File: config.mk
export PLATFORM = sky130hd
export DESIGN_NAME = stroke_direction_quantizer_unit
export DESIGN_NICKNAME = d
export VERILOG_FILES = /design/src/sv/sdq_pkg.sv /design/src/sv/sdq_cordic.sv /design/src/sv/sdq_scale.sv /design/src/sv/stroke_direction_quantizer_unit.sv
export SDC_FILE = /design/constraint.sdc
export NUM_CORES = 1
export LEC_CHECK = 0
export ABC_AREA = 1
export BUFFER_PORTS_ARGS = -buffer_cell sky130_fd_sc_hd__buf_4
export CORE_MARGIN = 1.5
export CORE_UTILIZATION = 45
export CTS_CLUSTER_SIZE = 16
export DETAILED_ROUTE_END_ITERATION = 12
export PLACE_DENSITY = 0.71
export SLEW_MARGIN = 15
export SYNTH_ARGS = -nofsm -noshare
export SYNTH_HDL_FRONTEND = slang
export SYNTH_SLANG_ARGS = --single-unit
File: constraint.sdc
create_clock -name i_clk -period 5.6 [get_ports i_clk]
set_input_delay 0.56 -clock i_clk [delete_from_list [all_inputs] [get_ports i_clk]]
set_output_delay 0.56 -clock i_clk [all_outputs]
set_load 0.01 [all_outputs]
File: src/sv/sdq_pkg.sv
`timescale 1ns / 1ps

package sdq_pkg;

    // field and datapath widths
    localparam int COORD_BITS   = 16;
    localparam int ANGLE_BITS   = 16;
    localparam int CODE_W       = 16;
    localparam int CPT_W        = 17;
    localparam int CORDIC_STEPS = 28;
    localparam int STEP_W       = $clog2(CORDIC_STEPS);
    localparam int TURN_W       = 32;
    localparam int Z_W          = TURN_W + 2;
    localparam int XY_W         = COORD_BITS + 4;

    // register file
    localparam int PADDR_W = 3;
    localparam int PDATA_W = 32;
    localparam logic [0:0] REG_CODES_PER_TURN = 1'b0;
    localparam logic [CPT_W-1:0] CPT_RESET = CPT_W'(64);
    localparam logic [CPT_W-1:0] CPT_MAX   = {1'b1, {(CPT_W-1){1'b0}}};

    // exact angles on the axes, top bits of a turn
    localparam logic [ANGLE_BITS-1:0] ANG_ZERO    = '0;
    localparam logic [ANGLE_BITS-1:0] ANG_QUARTER = {2'b01, {(ANGLE_BITS-2){1'b0}}};
    localparam logic [ANGLE_BITS-1:0] ANG_HALF    = {2'b10, {(ANGLE_BITS-2){1'b0}}};
    localparam logic [ANGLE_BITS-1:0] ANG_3QUART  = {2'b11, {(ANGLE_BITS-2){1'b0}}};
    localparam logic [TURN_W-1:0]     TURN_HALF   = {1'b1, {(TURN_W-1){1'b0}}};

    typedef struct packed {
        logic [COORD_BITS-1:0] x_coord;
        logic [COORD_BITS-1:0] y_coord;
        logic                  end_of_stroke;
    } t_in_item;

    typedef struct packed {
        logic [CODE_W-1:0] direction_code;
        logic              coincident;
        logic              last_code;
    } t_out_item;

    // arctangent of 2^-i in units of 2^-32 turn
    function automatic logic [TURN_W-1:0] sdq_atan(input logic [STEP_W-1:0] idx);
        logic [TURN_W-1:0] v;
        unique case (idx)
            5'd0:  v = 32'd536870912;
            5'd1:  v = 32'd316933406;
            5'd2:  v = 32'd167458907;
            5'd3:  v = 32'd85004756;
            5'd4:  v = 32'd42667331;
            5'd5:  v = 32'd21354465;
            5'd6:  v = 32'd10679838;
            5'd7:  v = 32'd5340245;
            5'd8:  v = 32'd2670163;
            5'd9:  v = 32'd1335087;
            5'd10: v = 32'd667544;
            5'd11: v = 32'd333772;
            5'd12: v = 32'd166886;
            5'd13: v = 32'd83443;
            5'd14: v = 32'd41722;
            5'd15: v = 32'd20861;
            5'd16: v = 32'd10430;
            5'd17: v = 32'd5215;
            5'd18: v = 32'd2608;
            5'd19: v = 32'd1304;
            5'd20: v = 32'd652;
            5'd21: v = 32'd326;
            5'd22: v = 32'd163;
            5'd23: v = 32'd81;
            5'd24: v = 32'd41;
            5'd25: v = 32'd20;
            5'd26: v = 32'd10;
            5'd27: v = 32'd5;
            default: v = '0;
        endcase
        return v;
    endfunction

endpackage

File: src/sv/sdq_cordic.sv
`timescale 1ns / 1ps

module sdq_cordic
    import sdq_pkg::*;
(
    input  logic                  i_clk,
    input  logic                  i_rst_n,
    input  logic                  i_start,
    input  logic [COORD_BITS-1:0] i_ax,
    input  logic [COORD_BITS-1:0] i_ay,
    output logic                  o_done,
    output logic [TURN_W-1:0]     o_angle
);

    localparam logic signed [Z_W-1:0] Z_MIN = Z_W'(1);
    localparam logic signed [Z_W-1:0] Z_MAX =
        $signed({{(Z_W-TURN_W+2){1'b0}}, {(TURN_W-2){1'b1}}});

    logic signed [XY_W-1:0] r_x;
    logic signed [XY_W-1:0] r_y;
    logic signed [Z_W-1:0]  r_z;
    logic [STEP_W-1:0]      r_step;
    logic                   r_busy;
    logic                   r_done;

    logic signed [XY_W-1:0] xs;
    logic signed [XY_W-1:0] ys;
    logic signed [Z_W-1:0]  atan_z;

    // shifted operands and table entry for this iteration
    assign xs     = r_x >>> r_step;
    assign ys     = r_y >>> r_step;
    assign atan_z = $signed({{(Z_W-TURN_W){1'b0}}, sdq_atan(r_step)});

    // iteration control
    always_ff @(posedge i_clk) begin
        if (!i_rst_n) begin
            r_busy <= 1'b0;
            r_done <= 1'b0;
            r_step <= '0;
        end else begin
            r_done <= 1'b0;
            if (i_start) begin
                r_busy <= 1'b1;
                r_step <= '0;
            end else if (r_busy) begin
                if (r_step == STEP_W'(CORDIC_STEPS - 1)) begin
                    r_busy <= 1'b0;
                    r_done <= 1'b1;
                end else begin
                    r_step <= r_step + 1'b1;
                end
            end
        end
    end

    // one vectoring rotation per cycle
    always_ff @(posedge i_clk) begin
        if (i_start) begin
            r_x <= $signed({{(XY_W-COORD_BITS){1'b0}}, i_ax});
            r_y <= $signed({{(XY_W-COORD_BITS){1'b0}}, i_ay});
            r_z <= '0;
        end else if (r_busy) begin
            if (!r_y[XY_W-1]) begin
                r_x <= r_x + ys;
                r_y <= r_y - xs;
                r_z <= r_z + atan_z;
            end else begin
                r_x <= r_x - ys;
                r_y <= r_y + xs;
                r_z <= r_z - atan_z;
            end
        end
    end

    // clamp into the open first quadrant
    always_comb begin
        priority if (r_z < Z_MIN) begin
            o_angle = Z_MIN[TURN_W-1:0];
        end else if (r_z > Z_MAX) begin
            o_angle = Z_MAX[TURN_W-1:0];
        end else begin
            o_angle = r_z[TURN_W-1:0];
        end
    end

    assign o_done = r_done;

endmodule

File: src/sv/sdq_scale.sv
`timescale 1ns / 1ps

module sdq_scale
    import sdq_pkg::*;
(
    input  logic                  i_clk,
    input  logic                  i_rst_n,
    input  logic                  i_start,
    input  logic [ANGLE_BITS-1:0] i_angle,
    input  logic [CPT_W-1:0]      i_cpt,
    output logic                  o_done,
    output logic [CODE_W-1:0]     o_code
);

    localparam int CNT_W = $clog2(ANGLE_BITS);

    logic [ANGLE_BITS-1:0] r_a;
    logic [CPT_W-1:0]      r_m;
    logic [CPT_W-1:0]      r_acc;
    logic [CNT_W-1:0]      r_cnt;
    logic                  r_busy;
    logic                  r_done;
    logic [CPT_W:0]        sum;

    // add the multiplicand when the low angle bit is set
    assign sum = {1'b0, r_acc} + (r_a[0] ? {1'b0, r_m} : '0);

    // step control
    always_ff @(posedge i_clk) begin
        if (!i_rst_n) begin
            r_busy <= 1'b0;
            r_done <= 1'b0;
            r_cnt  <= '0;
        end else begin
            r_done <= 1'b0;
            if (i_start) begin
                r_busy <= 1'b1;
                r_cnt  <= '0;
            end else if (r_busy) begin
                if (r_cnt == CNT_W'(ANGLE_BITS - 1)) begin
                    r_busy <= 1'b0;
                    r_done <= 1'b1;
                end else begin
                    r_cnt <= r_cnt + 1'b1;
                end
            end
        end
    end

    // angle shifts out one bit a cycle, product high part shifts down
    always_ff @(posedge i_clk) begin
        if (i_start) begin
            r_a   <= i_angle;
            r_m   <= i_cpt;
            r_acc <= '0;
        end else if (r_busy) begin
            r_a   <= r_a >> 1;
            r_acc <= sum[CPT_W:1];
        end
    end

    assign o_done = r_done;
    assign o_code = r_acc[CODE_W-1:0];

endmodule

File: src/sv/stroke_direction_quantizer_unit.sv
`timescale 1ns / 1ps

// Stroke direction quantizer: turns the points of a pen stroke into direction codes.
// Input channel (i_in_valid / o_in_stall) takes one point per item; output channel
// (o_out_valid / i_out_stall) gives one code per item. An item moves at a rising edge
// with valid high and stall low.
// The first point of a stroke only sets the reference and gives no item. Each later
// point gives one code for the direction from the previous point; a point marked
// end_of_stroke gives that code twice, the copy flagged last_code. A lone point
// marked end_of_stroke gives code 0 with last_code set.
// A point off the axes goes through the iterative arctangent unit, then the bit-serial
// code multiplier; a point on an axis goes through the multiplier only; a repeated point
// or a lone point goes straight to the output register.
// One point is in work at a time; the next is taken once its results are in the
// output register.
// The output register holds an item while i_out_stall is high; work waits behind it.
// Reset (synchronous, active low) forgets the previous point, empties the output
// register and sets codes_per_turn to 64. codes_per_turn is written over the APB
// port at address 0, by the user only while idle; the block does not enforce this.

module stroke_direction_quantizer_unit
    import sdq_pkg::*;
(
    input  logic               i_clk,
    input  logic               i_rst_n,
    input  logic               psel,
    input  logic               penable,
    input  logic               pwrite,
    input  logic [PADDR_W-1:0] paddr,
    input  logic [PDATA_W-1:0] pwdata,
    output logic [PDATA_W-1:0] prdata,
    output logic               pready,
    input  logic               i_in_valid,
    input  t_in_item           i_in_item,
    output logic               o_in_stall,
    output logic               o_out_valid,
    output t_out_item          o_out_item,
    input  logic               i_out_stall
);

    typedef enum logic [3:0] {
        ST_IDLE  = 4'b0001,
        ST_ANGLE = 4'b0010,
        ST_SCALE = 4'b0100,
        ST_EMIT  = 4'b1000
    } t_state;

    t_state r_state;
    t_state n_state;

    logic [CPT_W-1:0]      r_cpt;
    logic [COORD_BITS-1:0] r_prev_x;
    logic [COORD_BITS-1:0] r_prev_y;
    logic                  r_have_prev;
    logic                  r_dx_neg;
    logic                  r_dy_neg;
    logic [CODE_W-1:0]     r_code;
    logic                  r_coinc;
    logic                  r_last;
    logic                  r_two;
    logic                  r_out_valid;
    t_out_item             r_out_item;

    logic                  in_acc;
    logic                  out_free;
    logic                  cfg_wr;
    logic signed [COORD_BITS:0] dx;
    logic signed [COORD_BITS:0] dy;
    logic [COORD_BITS:0]   dx_abs;
    logic [COORD_BITS:0]   dy_abs;
    logic                  dx_zero;
    logic                  dy_zero;
    logic                  cordic_start;
    logic                  cordic_done;
    logic [TURN_W-1:0]     quad_angle;
    logic [TURN_W-1:0]     full_angle;
    logic                  axis_start;
    logic [ANGLE_BITS-1:0] axis_angle;
    logic                  scale_start;
    logic [ANGLE_BITS-1:0] scale_angle;
    logic [CPT_W-1:0]      cpt_eff;
    logic                  scale_done;
    logic [CODE_W-1:0]     scale_code;

    // register port
    assign pready = 1'b1;
    assign cfg_wr = psel && penable && pwrite;
    assign prdata = (paddr[2] == REG_CODES_PER_TURN) ?
                    {{(PDATA_W-CPT_W){1'b0}}, r_cpt} : '0;

    always_ff @(posedge i_clk) begin
        if (!i_rst_n) begin
            r_cpt <= CPT_RESET;
        end else if (cfg_wr && paddr[2] == REG_CODES_PER_TURN) begin
            r_cpt <= pwdata[CPT_W-1:0];
        end
    end

    // values above one full code range act as the maximum
    assign cpt_eff = r_cpt[CPT_W-1] ? CPT_MAX : r_cpt;

    // handshakes
    assign o_in_stall = (r_state != ST_IDLE);
    assign in_acc     = i_in_valid && (r_state == ST_IDLE);
    assign out_free   = !r_out_valid || !i_out_stall;

    // step from the previous point
    assign dx      = $signed({1'b0, i_in_item.x_coord}) - $signed({1'b0, r_prev_x});
    assign dy      = $signed({1'b0, i_in_item.y_coord}) - $signed({1'b0, r_prev_y});
    assign dx_abs  = dx[COORD_BITS] ? (-dx) : dx;
    assign dy_abs  = dy[COORD_BITS] ? (-dy) : dy;
    assign dx_zero = (dx == '0);
    assign dy_zero = (dy == '0);

    assign cordic_start = in_acc && r_have_prev && !dx_zero && !dy_zero;
    assign axis_start   = in_acc && r_have_prev && (dx_zero != dy_zero);

    // exact angles on the axes
    always_comb begin
        priority if (dy_zero) begin
            axis_angle = dx[COORD_BITS] ? ANG_HALF : ANG_ZERO;
        end else begin
            axis_angle = dy[COORD_BITS] ? ANG_3QUART : ANG_QUARTER;
        end
    end

    sdq_cordic u_cordic (
        .i_clk   (i_clk),
        .i_rst_n (i_rst_n),
        .i_start (cordic_start),
        .i_ax    (dx_abs[COORD_BITS-1:0]),
        .i_ay    (dy_abs[COORD_BITS-1:0]),
        .o_done  (cordic_done),
        .o_angle (quad_angle)
    );

    // mirror the first-quadrant angle into the point's quadrant
    always_comb begin
        unique case ({r_dx_neg, r_dy_neg})
            2'b00:   full_angle = quad_angle;
            2'b10:   full_angle = TURN_HALF - quad_angle;
            2'b11:   full_angle = TURN_HALF + quad_angle;
            2'b01:   full_angle = '0 - quad_angle;
            default: full_angle = quad_angle;
        endcase
    end

    assign scale_start = axis_start || cordic_done;
    assign scale_angle = cordic_done ? full_angle[TURN_W-1 -: ANGLE_BITS] : axis_angle;

    sdq_scale u_scale (
        .i_clk   (i_clk),
        .i_rst_n (i_rst_n),
        .i_start (scale_start),
        .i_angle (scale_angle),
        .i_cpt   (cpt_eff),
        .o_done  (scale_done),
        .o_code  (scale_code)
    );

    // sequencer
    always_comb begin
        n_state = r_state;
        unique case (r_state)
            ST_IDLE: begin
                if (in_acc) begin
                    priority if (!r_have_prev) begin
                        n_state = i_in_item.end_of_stroke ? ST_EMIT : ST_IDLE;
                    end else if (dx_zero && dy_zero) begin
                        n_state = ST_EMIT;
                    end else if (dx_zero || dy_zero) begin
                        n_state = ST_SCALE;
                    end else begin
                        n_state = ST_ANGLE;
                    end
                end
            end
            ST_ANGLE: begin
                if (cordic_done) begin
                    n_state = ST_SCALE;
                end
            end
            ST_SCALE: begin
                if (scale_done) begin
                    n_state = ST_EMIT;
                end
            end
            ST_EMIT: begin
                if (out_free && !r_two) begin
                    n_state = ST_IDLE;
                end
            end
            default: n_state = ST_IDLE;
        endcase
    end

    // control state
    always_ff @(posedge i_clk) begin
        if (!i_rst_n) begin
            r_state     <= ST_IDLE;
            r_have_prev <= 1'b0;
            r_two       <= 1'b0;
            r_out_valid <= 1'b0;
        end else begin
            r_state <= n_state;
            if (in_acc) begin
                r_have_prev <= !i_in_item.end_of_stroke;
                r_two       <= i_in_item.end_of_stroke && r_have_prev;
            end else if (r_state == ST_EMIT && out_free) begin
                r_two <= 1'b0;
            end
            if (r_state == ST_EMIT && out_free) begin
                r_out_valid <= 1'b1;
            end else if (!i_out_stall) begin
                r_out_valid <= 1'b0;
            end
        end
    end

    // point and result payload
    always_ff @(posedge i_clk) begin
        if (in_acc) begin
            r_prev_x <= i_in_item.x_coord;
            r_prev_y <= i_in_item.y_coord;
            r_dx_neg <= dx[COORD_BITS];
            r_dy_neg <= dy[COORD_BITS];
            r_last   <= i_in_item.end_of_stroke;
            r_coinc  <= r_have_prev && dx_zero && dy_zero;
            r_code   <= '0;
        end else if (scale_done) begin
            r_code <= scale_code;
        end
        if (r_state == ST_EMIT && out_free) begin
            r_out_item.direction_code <= r_code;
            r_out_item.coincident     <= r_coinc;
            r_out_item.last_code      <= r_last && !r_two;
        end
    end

    assign o_out_valid = r_out_valid;
    assign o_out_item  = r_out_item;

    // checks
    a_cordic_done_in_angle: assert property (@(posedge i_clk) disable iff (!i_rst_n)
        cordic_done |-> r_state == ST_ANGLE)
        else $error("angle unit finished outside its state");

    a_scale_done_in_scale: assert property (@(posedge i_clk) disable iff (!i_rst_n)
        scale_done |-> r_state == ST_SCALE)
        else $error("code multiplier finished outside its state");

    a_lone_point: assert property (@(posedge i_clk) disable iff (!i_rst_n)
        in_acc && !r_have_prev && i_in_item.end_of_stroke
        |=> r_state == ST_EMIT && r_last && !r_two && !r_coinc && r_code == '0)
        else $error("lone point did not yield a single zero code");

    a_coinc_zero: assert property (@(posedge i_clk) disable iff (!i_rst_n)
        o_out_valid && o_out_item.coincident |-> o_out_item.direction_code == '0)
        else $error("coincident item carries a nonzero code");

endmodule

* Word-level counts from Yosys, hierarchy flattened *
Memories as Yosys holds them, arrays and structs flattened. A register that Yosys moved wholly into a read port is not among the register bits.
Index checks and enable logic that the tools add are counted.

cells by class
  add/sub/neg operators = 16
  $lt $le $gt $ge = 2
  equality and inequality tests = 16
  shift operators = 2
  multiplexer cells = 44
  bitwise logic cells = 6
  reduce and logical (&&, ||, !) cells = 37

operator list
  operator                                                     count
  two-way mux 16 bit                                           12
  one-hot mux 32 bit (4 select lines)                          1
  two-way mux 32 bit                                           2
  two-way mux 17 bit                                           3
  adder 20 bit                                                 2
  two-way mux 20 bit                                           2
  >>> shifter 20 x 5 -> 20 bit                                 2
  subtractor 20 bit                                            2
  adder 34 x 33 -> 34 bit                                      1
  > comparator 34 x 31 -> 1 bit, second input constant         1
  zero test 17 bit                                             2
  less-than comparator 34 x 2 -> 1 bit, second input constant  1
  two-way mux 34 bit                                           1
  subtractor 16 x 16 -> 17 bit                                 2
  subtractor 34 x 33 -> 34 bit                                 1
  adder 32 bit, first input constant                           1
  negation 16 bit                                              2
  subtractor 1 x 32 -> 32 bit, first input constant            1
  subtractor 32 bit, first input constant                      1
  two-way mux 4 bit                                            7
  adder 17 x 18 -> 18 bit                                      1
  one-hot mux 4 bit (4 select lines)                           1
  logical AND 1 bit                                            15
  two-way mux 1 bit                                            12
  24 further kinds                                             47

word-level totals
  bits in registers = 231
  bits in read-only memories = 960
  bits of input ports = 75
  memories kept = 1

memories
  name              words  width  read ports  clocked after memory_dff  write ports  RTL line       RTL
  (name not given)  32     30     1           1                         0            sdq_pkg.sv:45  unique case (idx)

* Logic depth before layout (Yosys ltp) *
Gate-level depths: netlist of run 1.

  depth in word-level cells = 8
  gate-level depth with buffers = 33

* Hierarchy *
A second synthesis of run 1 with hierarchy kept.

unflattened totals
  cells, all modules = 3482
  area total of the unflattened synthesis = 22615.4 um^2

modules (own cells, without submodules)
  module                           times used  cells an instance  area each (um^2)  sequential area each (um^2)
  sdq_cordic                       1           1993               12175.4           2542.4
  stroke_direction_quantizer_unit  1           1060               7194.4            2422.3
  sdq_scale                        1           429                3245.6            1451.4

* Least setup slack after synthesis of run 1 *
Ideal clock, no wire load.

  path kind = input to register
  start = input port i_in_item[17] in the netlist's numbering
  end = register u_scale.r_a[0], enable pin
  library setup time = 339 ps
  arrival = 4323 ps
  data required time = 5261 ps
  path slack = 937 ps
  stages = 19
  path buffers = 0
  cell sequence = inv_1 > ha_1 > fa_1 > ha_1 > inv_1 > nor2_1 > nand3_1 > nor2_1 > nand3_1 > nor3_1 > nand3_1 > nor2_1 > nand3_1 > inv_1 > ha_1 > a21oi_1 > clkinv_1 > nor2_1 > inv_1

on the way
  longest elaborated chain between the ends = 6

RTL lines
  element                              RTL line                                RTL
  from (decl)                          stroke_direction_quantizer_unit.sv:34   input t_in_item i_in_item,
  subtractor 16 x 16 -> 17 bit         stroke_direction_quantizer_unit.sv:108  assign dx = $signed({1'b0, i_in_item.x_coord}) - $signed({1'b0, r_prev_x});
  zero test 17 bit                     stroke_direction_quantizer_unit.sv:112  assign dx_zero = (dx == '0);
  != test 1 bit                        stroke_direction_quantizer_unit.sv:116  assign axis_start = in_acc && r_have_prev && (dx_zero != dy_zero);
  logical AND 1 bit                    stroke_direction_quantizer_unit.sv:116
  logical OR 1 bit                     stroke_direction_quantizer_unit.sv:148  assign scale_start = axis_start || cordic_done;
  nonzero test 2 bit (no source line)  -
  to (signal assigned)                 sdq_scale.sv:53                         r_a <= i_angle;
  to (signal assigned)                 sdq_scale.sv:57                         r_a <= r_a >> 1;
  to (decl)                            sdq_scale.sv:17                         logic [ANGLE_BITS-1:0] r_a;

No other way between the ends.
A chain may end at the register's enable or synchronous reset.

* Worst setup path after layout of run 1 *
  start = register u_cordic.r_step[3]
  end = register u_cordic.r_x[14], data pin

on the way
  longest elaborated chain between the ends = 5

RTL lines
  element                                                   RTL line                            RTL
  from (decl)                                               sdq_cordic.sv:22                    logic [STEP_W-1:0] r_step;
  from (signal assigned)                                    sdq_cordic.sv:51                    r_step <= r_step + 1'b1;
  >>> shifter 20 x 5 -> 20 bit (*)                          sdq_cordic.sv:32                    assign ys = r_y >>> r_step;
  adder 20 bit / subtractor 20 bit (equally long branches)  sdq_cordic.sv:65, sdq_cordic.sv:69
  two-way mux 20 bit (*)                                    sdq_cordic.sv:64                    if (!r_y[XY_W-1]) begin
  two-way mux 16 bit (*)                                    sdq_cordic.sv:63                    end else if (r_busy) begin
  two-way mux 16 bit (*)                                    sdq_cordic.sv:59                    if (i_start) begin
  to (signal assigned)                                      sdq_cordic.sv:60                    r_x <= $signed({{(XY_W-COORD_BITS){1'b0}}, i_ax});
  to (signal assigned)                                      sdq_cordic.sv:65                    r_x <= r_x + ys;
  to (signal assigned)                                      sdq_cordic.sv:69                    r_x <= r_x - ys;
  to (decl)                                                 sdq_cordic.sv:19                    logic signed [XY_W-1:0] r_x;

Mark *: on every way between the ends. The rest lies on a longest branch, timed or not. The select of a mux whose other input is x is not followed.

==> metrics, run 1 <==
leading cell types in the layout, fill and taps excluded=nand2_1 (895), inv_1 (433), nor2_1 (299), nand3_1 (194), o21ai_0 (193); total of warnings raised by yosys=0; Leak=12.0 nW; crit path kind=reg2reg; power density cells=641 nW/um^2; top cell type's share of synthesized area=16.4%; asr flop ratio synth=0%; Initial Util=45.6%; pin count of the biggest net entering global routing=57; Reg2Reg Setup Slack=830 ps; Max Slew Vio Count=0; outcome=finished, final reports clean; P&R area growth vs syn=10.3%; Main synth FF type=dfxtp_1; Post-DP HPWL=42500 microns; synthesized cell area=21800 sq um; fill count=4764; clock slew at reported path FFs=70 ps; vias in the first global route=18873; crit path DAT=5230 ps; nets=3534; final wirelength=54700 microns; Max-cap violations=0; HP Class=in2reg; Worst IR Drop VDD=315 uV; CTS tree=done; Cells after Synth=3255; Routed WL per cell=13.8 microns; post-CTS setup buffers=0; Residual DRC=0; Placer Congestion=0.964; Yosys reg bits=261; crit path launch=u_cordic.r_step[3]; core area=47700 sq um; worst slew pin tran=819 ps; WP depth=23; sequential share of the synthesized area=29.4%; Fmax=0.210 GHz; slew margin rel.=45.3%; Worst EP required=6060 ps; critical path endpoint category=register; Die Footprint=49800 sq um; Reg2Reg Depth=23; RSZ-0062 raised after global routing=no; Yosys cell types=70; Synth area leaders=edfxtp_1 (16%), nand2_1 (15%), dfxtp_1 (13%), ha_1 (8.0%), inv_1 (7.5%); CP peak stage delay=550 ps; routed vias/inst=5.18; total number of vias=20468; first-pass GRT wire length=90500 microns; DRT Pass-1 Iters=5; crit-path most repeated cell=nand2_1; fin crit share=85.2%; Max stage delay cell, worst path=nor2_2; CP delay by family, top=simple AND/OR/NAND/NOR gates; largest area contributor in the netlist=edfxtp_1; number of H-tree levels=1; remaining antenna violation count after routing=0; Mapped Avg Cell Area=6.69 sq um; GRT Util Overall=21.7%; crit path max fanout=17; WP buf/inv=4; Setup Viol. Count Final=0; Setup Skew=17.2 ps; worst-path cell chain=inv_2, nor2_2, inv_2, o211ai_1, nand3_1, nor2_2, inv_1, o21ai_1, nand2_1, o21ai_0, inv_1, ha_1, nand2_1, nor2_1, nand2_1, o211ai_1, a31oi_1, o21ai_0, nand2_1, nand2_1, xor2_1, nand2_1, o21ai_0; number of buffers created by CTS=30; clock latency on the worst-skew pair=600 ps; Reg-to-Reg End=u_cordic.r_x[14]; ant diodes=0; CP endpoint=u_cordic.r_x[14]; Root Buffer=clkbuf_16; # IOs=128; Worst Setup Start Kind=register; share of cells above drive strength 1=8.27%; clk sinks=261; grt total ovfl=0; leading cell type in the layout, fill and taps excluded=nand2_1; Hold Slack=149 ps; num rows=80; number of synthesized flops with an enable pin=119; Die Wd=223 microns; clock buffer depth=3; initial antenna violation count=0; 1st-iter DRT viols=1408; die height=223 microns; port bufs=94; fin crit period=4770 ps; setup_tns=0 ps; reg2reg start=u_cordic.r_step[3]; final hold violations=0; hold_sp=i_in_item[17]
worst min path at each step:
| stage | endpoint | slack (ps) | cells after the start |
|---|---|---|---|
| after floorplan | o_out_item[1] | 400 | 0 |
| after global placement | o_out_item[2] | 410 | 0 |
| after detailed placement | o_out_item[4] | 410 | 0 |
| after CTS | r_prev_x[0] | 120 | 1 |
| after global routing | r_prev_y[9] | 130 | 1 |
| final | r_prev_x[0] | 150 | 1 |
synthesized netlist by cell type (all sizes together), types with 6 or more instances:
master  instances
a21o           12
a21oi         194
a22oi          25
a31oi          11
and2            8
buf            69
clkbuf         31
dfxtp         142
edfxtp        119
fa              6
ha            139
inv           463
nand2         910
nand3         203
nand3b          6
nand4          46
nor2          325
nor3           39
nor4            8
o211ai         26
o21a           10
o21ai         238
o22ai           7
o31ai          12
or2            19
xnor2          54
xor2           86
layout make-up:
| class | count | area (sq um) | area share [%] |
|---|---|---|---|
| clock buffer | 36 | 857 | 3.57 |
| timing repair buffer | 113 | 861 | 3.58 |
| sequential | 261 | 6420 | 26.7 |
| multi-input combinational | 2440 | 13100 | 54.5 |
| tap | 615 | 769 | 3.20 |
| clock inverter | 19 | 275 | 1.15 |
| inverter | 468 | 1760 | 7.33 |
sequential cells by signal (all words and copies together) (netlist names), 4 cells and up:
| name | flops |
|---|---|
| u_cordic.r_step | 5 |
| r_code | 16 |
| u_cordic.atan_z | 30 |
| u_scale.r_a | 16 |
| r_prev_y | 16 |
| r_prev_x | 16 |
| u_scale.r_acc | 17 |
| r_state | 4 |
| u_cordic.r_y | 20 |
| u_scale.r_cnt | 4 |
| u_cordic.r_z | 34 |
| u_cordic.r_x | 20 |
| o_out_item | 18 |
| u_scale.r_m | 17 |
| r_cpt | 17 |
cell families (layout without fill, tap and decap cells):
logic type / after synthesis / in the layout / share of synthesized area, %
and+or+nand+nor: 1569 / 1569 / 30.6
AOI/OAI and AO/OA: 568 / 568 / 14.8
buffers and inverters: 568 / 636 / 10.7
DFF: 261 / 261 / 29.4
adders and majority gates: 145 / 145 / 8.53
xor gates and xnor gates: 140 / 140 / 5.73
other: 2 / 16 / 0.0345
muxes: 2 / 2 / 0.0976
timing repair:
action | in CTS | in global routing
gates resized for setup | 0 | 1
hold buffers | 0 | 0
setup endpoints to repair | 0 | 1
through the flow:
step	setup slack, ps	total power [mW]	cells	cell area, sq um	util [%]
6_report	829	15.4	3952	24000	50.3
3_5_place_dp	762	13.0	3897	22900	48.0
4_1_cts	778	15.4	3952	24000	50.3
5_1_grt	232	17.0	3952	24000	50.3
2_1_floorplan	937	10.9	3269	21800	-
3_3_place_gp	841	13.0	3897	22900	48.0
routing by layer:
metal	track usage, %	up-vias	part of all wire [%]
li1	-	10739	-
met1	29.2	9206	47
met2	36.9	451	46
met3	2.24	72	5.0
met4	5.90	0	2.1
met5	0	-	0
power breakdown:
part | switching (mW) | total [mW] | internal, mW
clock | 0.877 | 2.21 | 1.34
sequential | 0.351 | 3.00 | 2.65
combinational | 6.46 | 10.2 | 3.74
(Power assumes the default switching activity.)
==> inputs of run 2 (changes only) <==
--- a/config.mk
+++ b/config.mk
@@ -8,10 +8,10 @@
 export ABC_AREA = 1
 export BUFFER_PORTS_ARGS = -buffer_cell sky130_fd_sc_hd__buf_4
 export CORE_MARGIN = 1.5
-export CORE_UTILIZATION = 45
+export CORE_UTILIZATION = 40
 export CTS_CLUSTER_SIZE = 16
 export DETAILED_ROUTE_END_ITERATION = 12
-export PLACE_DENSITY = 0.71
+export PLACE_DENSITY = 0.65
 export SLEW_MARGIN = 15
 export SYNTH_ARGS = -nofsm -noshare
 export SYNTH_HDL_FRONTEND = slang
==> run 2 against run 1 <==
Power decreased by 0.42%. Via count shrank 0.12%. Sequential share of layout area down 0.068 points. Sequential power about the same. Critical path type unchanged. Die area increased by 12%. Global-route usage shrank 1.6 points. Final cell count rose by 2.4%. First-iteration DRC count is 1.8% lower. Combinational power about the same. Design area grew 0.23%. Clock skew grew 9.9 ps. Clock power down 8%.
==> metrics, run 2 (synthesis results as in run 1) <==
reg2reg start=u_cordic.r_step[0]; post_cts resized=0 (unchanged); pin count of the biggest net entering global routing=41 (-28%); port bufs=94 (unchanged); Root Buffer=clkbuf_16; Placer Congestion=0.935 (-3.1%); combinational power share=67.3% (+1.1 points); number of buffers created by CTS=31 (+3.3%); setup_tns=0 ps (unchanged); total number of vias=20444 (-0.12%); leading cell types in the layout, fill and taps excluded=nand2_1 (895), inv_1 (433), nor2_1 (299), nand3_1 (194), o21ai_0 (193); Final Power=15.3 mW (-0.42%); remaining antenna violation count after routing=0 (unchanged); crit path kind=reg2reg; top routing layer used=met4; post-CTS setup buffers=0 (unchanged); num rows=85 (+6.3%); Int Pwr=7.59 mW (-1.7%); crit path DAT=5180 ps (-50 ps); post-layout util=44.8% (-5.6 points); Max Slew Vio Count=0 (unchanged); die height=236 microns (+6.0%); Worst IR Drop VDD=356 uV (+13%); HP Class=in2reg; 1st-iter DRT viols=1382 (-1.8%); P&R area growth vs syn=10.5%; Leak=12.0 nW (about the same); RSZ-0062 raised after global routing=no; Worst Setup Start Kind=register; Hold Buf Count CTS=0 (unchanged); CTS tree=done; Die Wd=236 microns (+6.0%); clock network fraction of design power=13.3% (-1.1 points); share of cells above drive strength 1=8.42% (+0.15 points); grt total ovfl=0 (unchanged); Reg2Reg Setup Slack=760 ps (-70 ps); Met1 Wirelength=27700 microns (+7.6%); power density cells=637 nW/um^2 (-0.65%); fin crit period=4840 ps (+70.3 ps); Setup Skew=27.1 ps (+9.94 ps); CP endpoint=u_cordic.r_y[15]; Initial Util=40.5% (-5.1 points); clock latency on the worst-skew pair=590 ps (about the same); met2 WL=26300 microns (+5.0%); number of H-tree levels=1 (unchanged); critical path endpoint category=register; Setup Viol. Count Final=0 (unchanged); Die Footprint=55900 sq um (+12%); Reg2Reg Depth=27 (+17%); final wirelength=57400 microns (+4.9%); Residual DRC=0 (unchanged); clock slew at reported path FFs=70 ps (about the same); leading cell type in the layout, fill and taps excluded=nand2_1; # IOs=128 (unchanged); initial antenna violation count=0 (unchanged); first-pass GRT wire length=94400 microns (+4.2%); routed vias/inst=5.05 (-2.4%); clock buffer depth=3 (unchanged); Reg-to-Reg End=u_cordic.r_y[15]; core area=53800 sq um (+13%); Worst EP required=5940 ps (-120 ps); Sequential Power Share=19.4% (about the same); vias in the first global route=18822 (-0.27%); Post-DP HPWL=45400 microns (+6.7%); ant diodes=0 (unchanged); GRT Util Overall=20.1% (-1.6 points); max FFs per register=34 (unchanged); clk sinks=261 (unchanged); final hold violations=0 (unchanged); Max-cap violations=0 (unchanged); nets=3544 (+0.28%); routed wl met3=2290 microns (-16%); Most flops, register=u_cordic.r_z; Hold Slack=153 ps (+3.83 ps); crit path launch=u_cordic.r_step[0]; slew margin rel.=38.9% (-6.5 points); CP peak stage delay=470 ps (-80 ps); Sw Share=50.6% (+0.65 points); Routed WL per cell=14.2 microns (+2.5%); crit path max fanout=35 (+18); Fmax=0.207 GHz (-1.5%); worst slew pin tran=906 ps (+86.3 ps); fin crit share=86.4% (+1.3 points); Net Sw Power=7.76 mW (+0.87%); Max stage delay cell, worst path=o21ai_0; outcome=finished, final reports clean; DRT Pass-1 Iters=7 (+2)
run 2: metrics by stage:
stage | worst slack [ps] | cells | cell area (sq um)
CTS | 855 | 4045 | 24100
global placement | 820 | 3987 | 23100
finish | 759 | 4045 | 24100
global route | 261 | 4045 | 24100
detailed placement | 765 | 3987 | 23100
floorplan | 937 | 3269 | 21800
run 2: final cells by class:
| cell class | instances | area (sq um) |
|---|---|---|
| timing repair buffer | 122 | 916 |
| tap | 696 | 871 |
| sequential | 261 | 6420 |
| clock inverter | 19 | 165 |
| fill | 5579 | 29700 |
| multi-input combinational | 2440 | 13100 |
| clock buffer | 39 | 868 |
| inverter | 468 | 1760 |
run 2: critical path: cells and delay by family (launching register included):
| kind | cells | cell delay [ps] |
|---|---|---|
| AOI/OAI and AO/OA | 9 | 2000 |
| and+or+nand+nor | 10 | 930 |
| adders and majority gates | 2 | 570 |
| buffers and inverters | 4 | 550 |
| DFF | 1 | 310 |
| xor gates and xnor gates | 2 | 210 |
run 2: worst min-delay path by stage:
stage	slack [ps]	cells past startpoint	from	endpoint
after detailed placement	420	0	r_code[1]	o_out_item[3]
final	150	1	i_in_item[9]	r_prev_y[8]
after global placement	410	0	r_code[4]	o_out_item[6]
after global routing	140	1	i_in_item[1]	r_prev_y[0]
after CTS	130	1	i_in_item[20]	r_prev_x[3]
after floorplan	400	0	r_coinc	o_out_item[1]
run 2: power by group through the flow:
stage | clock network (mW) | registers [mW] | logic, mW
3_5_place_dp | 0 | 3.02 | 10.2
6_report | 2.04 | 2.98 | 10.3
4_1_cts | 2.09 | 2.99 | 10.3
5_1_grt | 2.15 | 3.03 | 11.7
2_1_floorplan | 0 | 2.89 | 8.04
3_3_place_gp | 0 | 3.02 | 10.1
run 2: layer usage:
metal,vias to the layer above,GRT usage (%)
met3,70,2.15
met4,0,4.08
met2,393,34.0
met1,9214,27.7
li1,10767,-
met5,-,0
==> inputs of run 3 (changes only) <==
--- a/config.mk
+++ b/config.mk
@@ -15,4 +15,5 @@
 export SLEW_MARGIN = 15
 export SYNTH_ARGS = -nofsm -noshare
 export SYNTH_HDL_FRONTEND = slang
+export SYNTH_HIERARCHICAL = 1
 export SYNTH_SLANG_ARGS = --single-unit
==> run 3 against run 2 <==
Hold slack better by 1.1 ps. Final cell count is 6.1% higher. Clock-buffer cell count is 2 lower. Critical path depth is 2 higher. Fmax is 3.1% higher. First-iteration DRC count is 38% higher. Register-to-register slack better by 140 ps. Wire length is 6.0% higher. Design area is 3.4% higher. Highest routed layer unchanged.
==> metrics, run 3 <==
outcome=finished, final reports clean; core area=55500 sq um (+3.2%); crit-path most repeated cell=nand2_1; die height=241 microns (+1.8%); commonest cells in the netlist=nand2_1 (1004), inv_1 (461), nor2_1 (326), nand3_1 (278), a21oi_1 (233); Cells after Synth=3482 (+7.0%); Placed Instances=4234 (+6.2%); Synth Area in Adders=8.44% (-0.089 points); post-CTS setup buffers=0 (unchanged); Main synth FF type=dfxtp_1; slew margin rel.=37.4% (-1.5 points); Residual DRC=0 (unchanged); post_cts resized=0 (unchanged); fin crit share=83.9% (-2.6 points); largest area contributor in the netlist=nand2_1; DRT Pass-1 Iters=8 (+1); setup_tns=0 ps (unchanged); Placer Congestion=0.935 (about the same); compound-gate portion of the synthesized area=13.5% (-1.3 points); Fmax=0.213 GHz (+3.1%); asr flop ratio synth=0% (unchanged); worst slew pin tran=938 ps (+32.3 ps); Yosys cell types=66 (-5.7%); number of buffers created by CTS=31 (unchanged); leading cell types in the layout, fill and taps excluded=nand2_1 (1004), inv_1 (461), nor2_1 (324), nand3_1 (278), a21oi_1 (233); top cell type's share of synthesized area=16.7% (+0.27 points); Initial Util=40.7% (+0.24 points); vias in the first global route=19968 (+6.1%); Hold Buf Count CTS=0 (unchanged); leading cell type in the layout, fill and taps excluded=nand2_1; CP peak stage delay=570 ps (+100 ps); RSZ-0062 raised after global routing=no; nets=3743 (+5.6%); Worst EP required=6110 ps (+170 ps); clock slew at reported path FFs=60 ps (about the same); Max Slew Vio Count=0 (unchanged); total number of vias=21958 (+7.4%); first-pass GRT wire length=99200 microns (+5.2%); GRT Util Overall=20.7% (+0.52 points); synthesized cell area=22600 sq um (+3.8%); clk sinks=261 (unchanged); Setup Skew=29.4 ps (+2.33 ps); XOR/XNOR share of the synthesized area=3.71% (-2.0 points); number of H-tree levels=1 (unchanged); critical path endpoint category=register; share of cells above drive strength 1=8.75% (+0.33 points); P&R area growth vs syn=10.1%; grt total ovfl=0 (unchanged); total of warnings raised by yosys=6 (+6); clock buffer depth=3 (unchanged); initial antenna violation count=0 (unchanged); Root Buffer=clkbuf_16; clock latency on the worst-skew pair=610 ps (+20 ps); crit path max fanout=40 (+14%); Yosys reg bits=261 (unchanged); Routed WL per cell=14.2 microns (-0.14%); max FFs per register=34 (unchanged); most frequent cell after synthesis=nand2_1; HP Class=in2reg; Max-cap violations=0 (unchanged); Max stage delay cell, worst path=inv_2; non-filler instance count after layout=4292 (+6.1%); fin crit period=4700 ps (-145 ps); Reg area=6420 sq um (unchanged); crit path kind=reg2reg; Die Wd=241 microns (+1.8%); main combinational cell family by area after synthesis=simple AND/OR/NAND/NOR gates; final wirelength=60800 microns (+6.0%); final hold violations=0 (unchanged); number of synthesized flops with an enable pin=119 (unchanged); 1st-iter DRT viols=1903 (+38%); pin count of the biggest net entering global routing=61 (+49%); Mapped Avg Cell Area=6.49 sq um (-3.0%); CTS tree=done; Most flops, register=u_cordic/r_z; post-synthesis share of cell area spent on and, or, nand and nor gates=33.8% (+3.2 points); remaining antenna violation count after routing=0 (unchanged); fill count=5939 (+6.5%); mux contribution to synthesized area=0.841% (+0.74 points); Setup Viol. Count Final=0 (unchanged); Synth area leaders=nand2_1 (17%), edfxtp_1 (16%), dfxtp_1 (13%), ha_1 (7.9%), inv_1 (7.7%); port bufs=94 (unchanged); ant diodes=0 (unchanged); Die Footprint=58000 sq um (+3.7%); crit path DAT=5210 ps (+30 ps); Multi-input gate area=13700 sq um (+5.0%); Worst Setup Start Kind=register; routed vias/inst=5.12 (+1.2%); num rows=86 (+1.2%); sequential share of the synthesized area=28.4% (-1.1 points); Post-DP HPWL=47100 microns (+3.8%); # IOs=128 (unchanged)
run 3: per-layer routing:
layer	global-route usage (%)	vias up	wire length [microns]
met2	34.7	538	28100
li1	-	11379	-
met1	28.4	9948	28400
met4	5.19	0	1470
met3	2.05	93	2880
met5	0	-	0
run 3: area by class of cell:
class,instances,share of cell area (%)
Inverter,477,7.20
Clock inverter,21,0.764
Sequential cell,261,25.8
Tap cell,748,3.76
Timing Repair Buffer,122,3.73
Clock buffer,37,3.58
Multi-Input combinational cell,2626,55.2
run 3: final timing paths:
kind | from | to | slack, ps | depth (start not counted)
setup / recovery | u_cordic/r_step[0] | u_cordic/r_x[19] | 900 | 29
hold / removal | i_in_item[1] | r_prev_y[0] | 150 | 1
setup reg to reg | u_cordic/r_step[0] | u_cordic/r_x[19] | 900 | 29
hold reg to reg | r_coinc | o_out_item[1] | 420 | 0
run 3: logic make-up after synthesis:
| logic type | count (synthesis) |
|---|---|
| AO/OA/AOI/OAI | 550 |
| buffers and inverters | 610 |
| XOR/XNOR | 95 |
| adder cells (fa/ha/maj) | 149 |
| multiplexers | 17 |
| AND/OR/NAND/NOR | 1797 |
| other | 3 |
| flip-flops | 261 |
run 3: per-stage QoR:
| step | setup WS [ps] | hold WS [ps] | instance area (sq um) | utilization (%) |
|---|---|---|---|---|
| 2_1_floorplan | 603 | 400 | 22700 | - |
| 3_3_place_gp | 759 | 408 | 23800 | 42.9 |
| 3_5_place_dp | 725 | 413 | 23800 | 42.9 |
| 4_1_cts | 971 | 121 | 24900 | 44.9 |
| 5_1_grt | 461 | 137 | 24900 | 44.9 |
| 6_report | 904 | 154 | 24900 | 44.9 |
run 3: critical path, delay by kind of cell (launching register included):
family	cells	cell delay (ps)
flops	1	320
simple gates	21	2410
buf+inv	4	760
compound gates	2	610
fa+ha+maj	2	480
Power of run 3 is not shown: default switching activity piles up to over one toggle a cycle in this logic, so the estimate is an artifact.
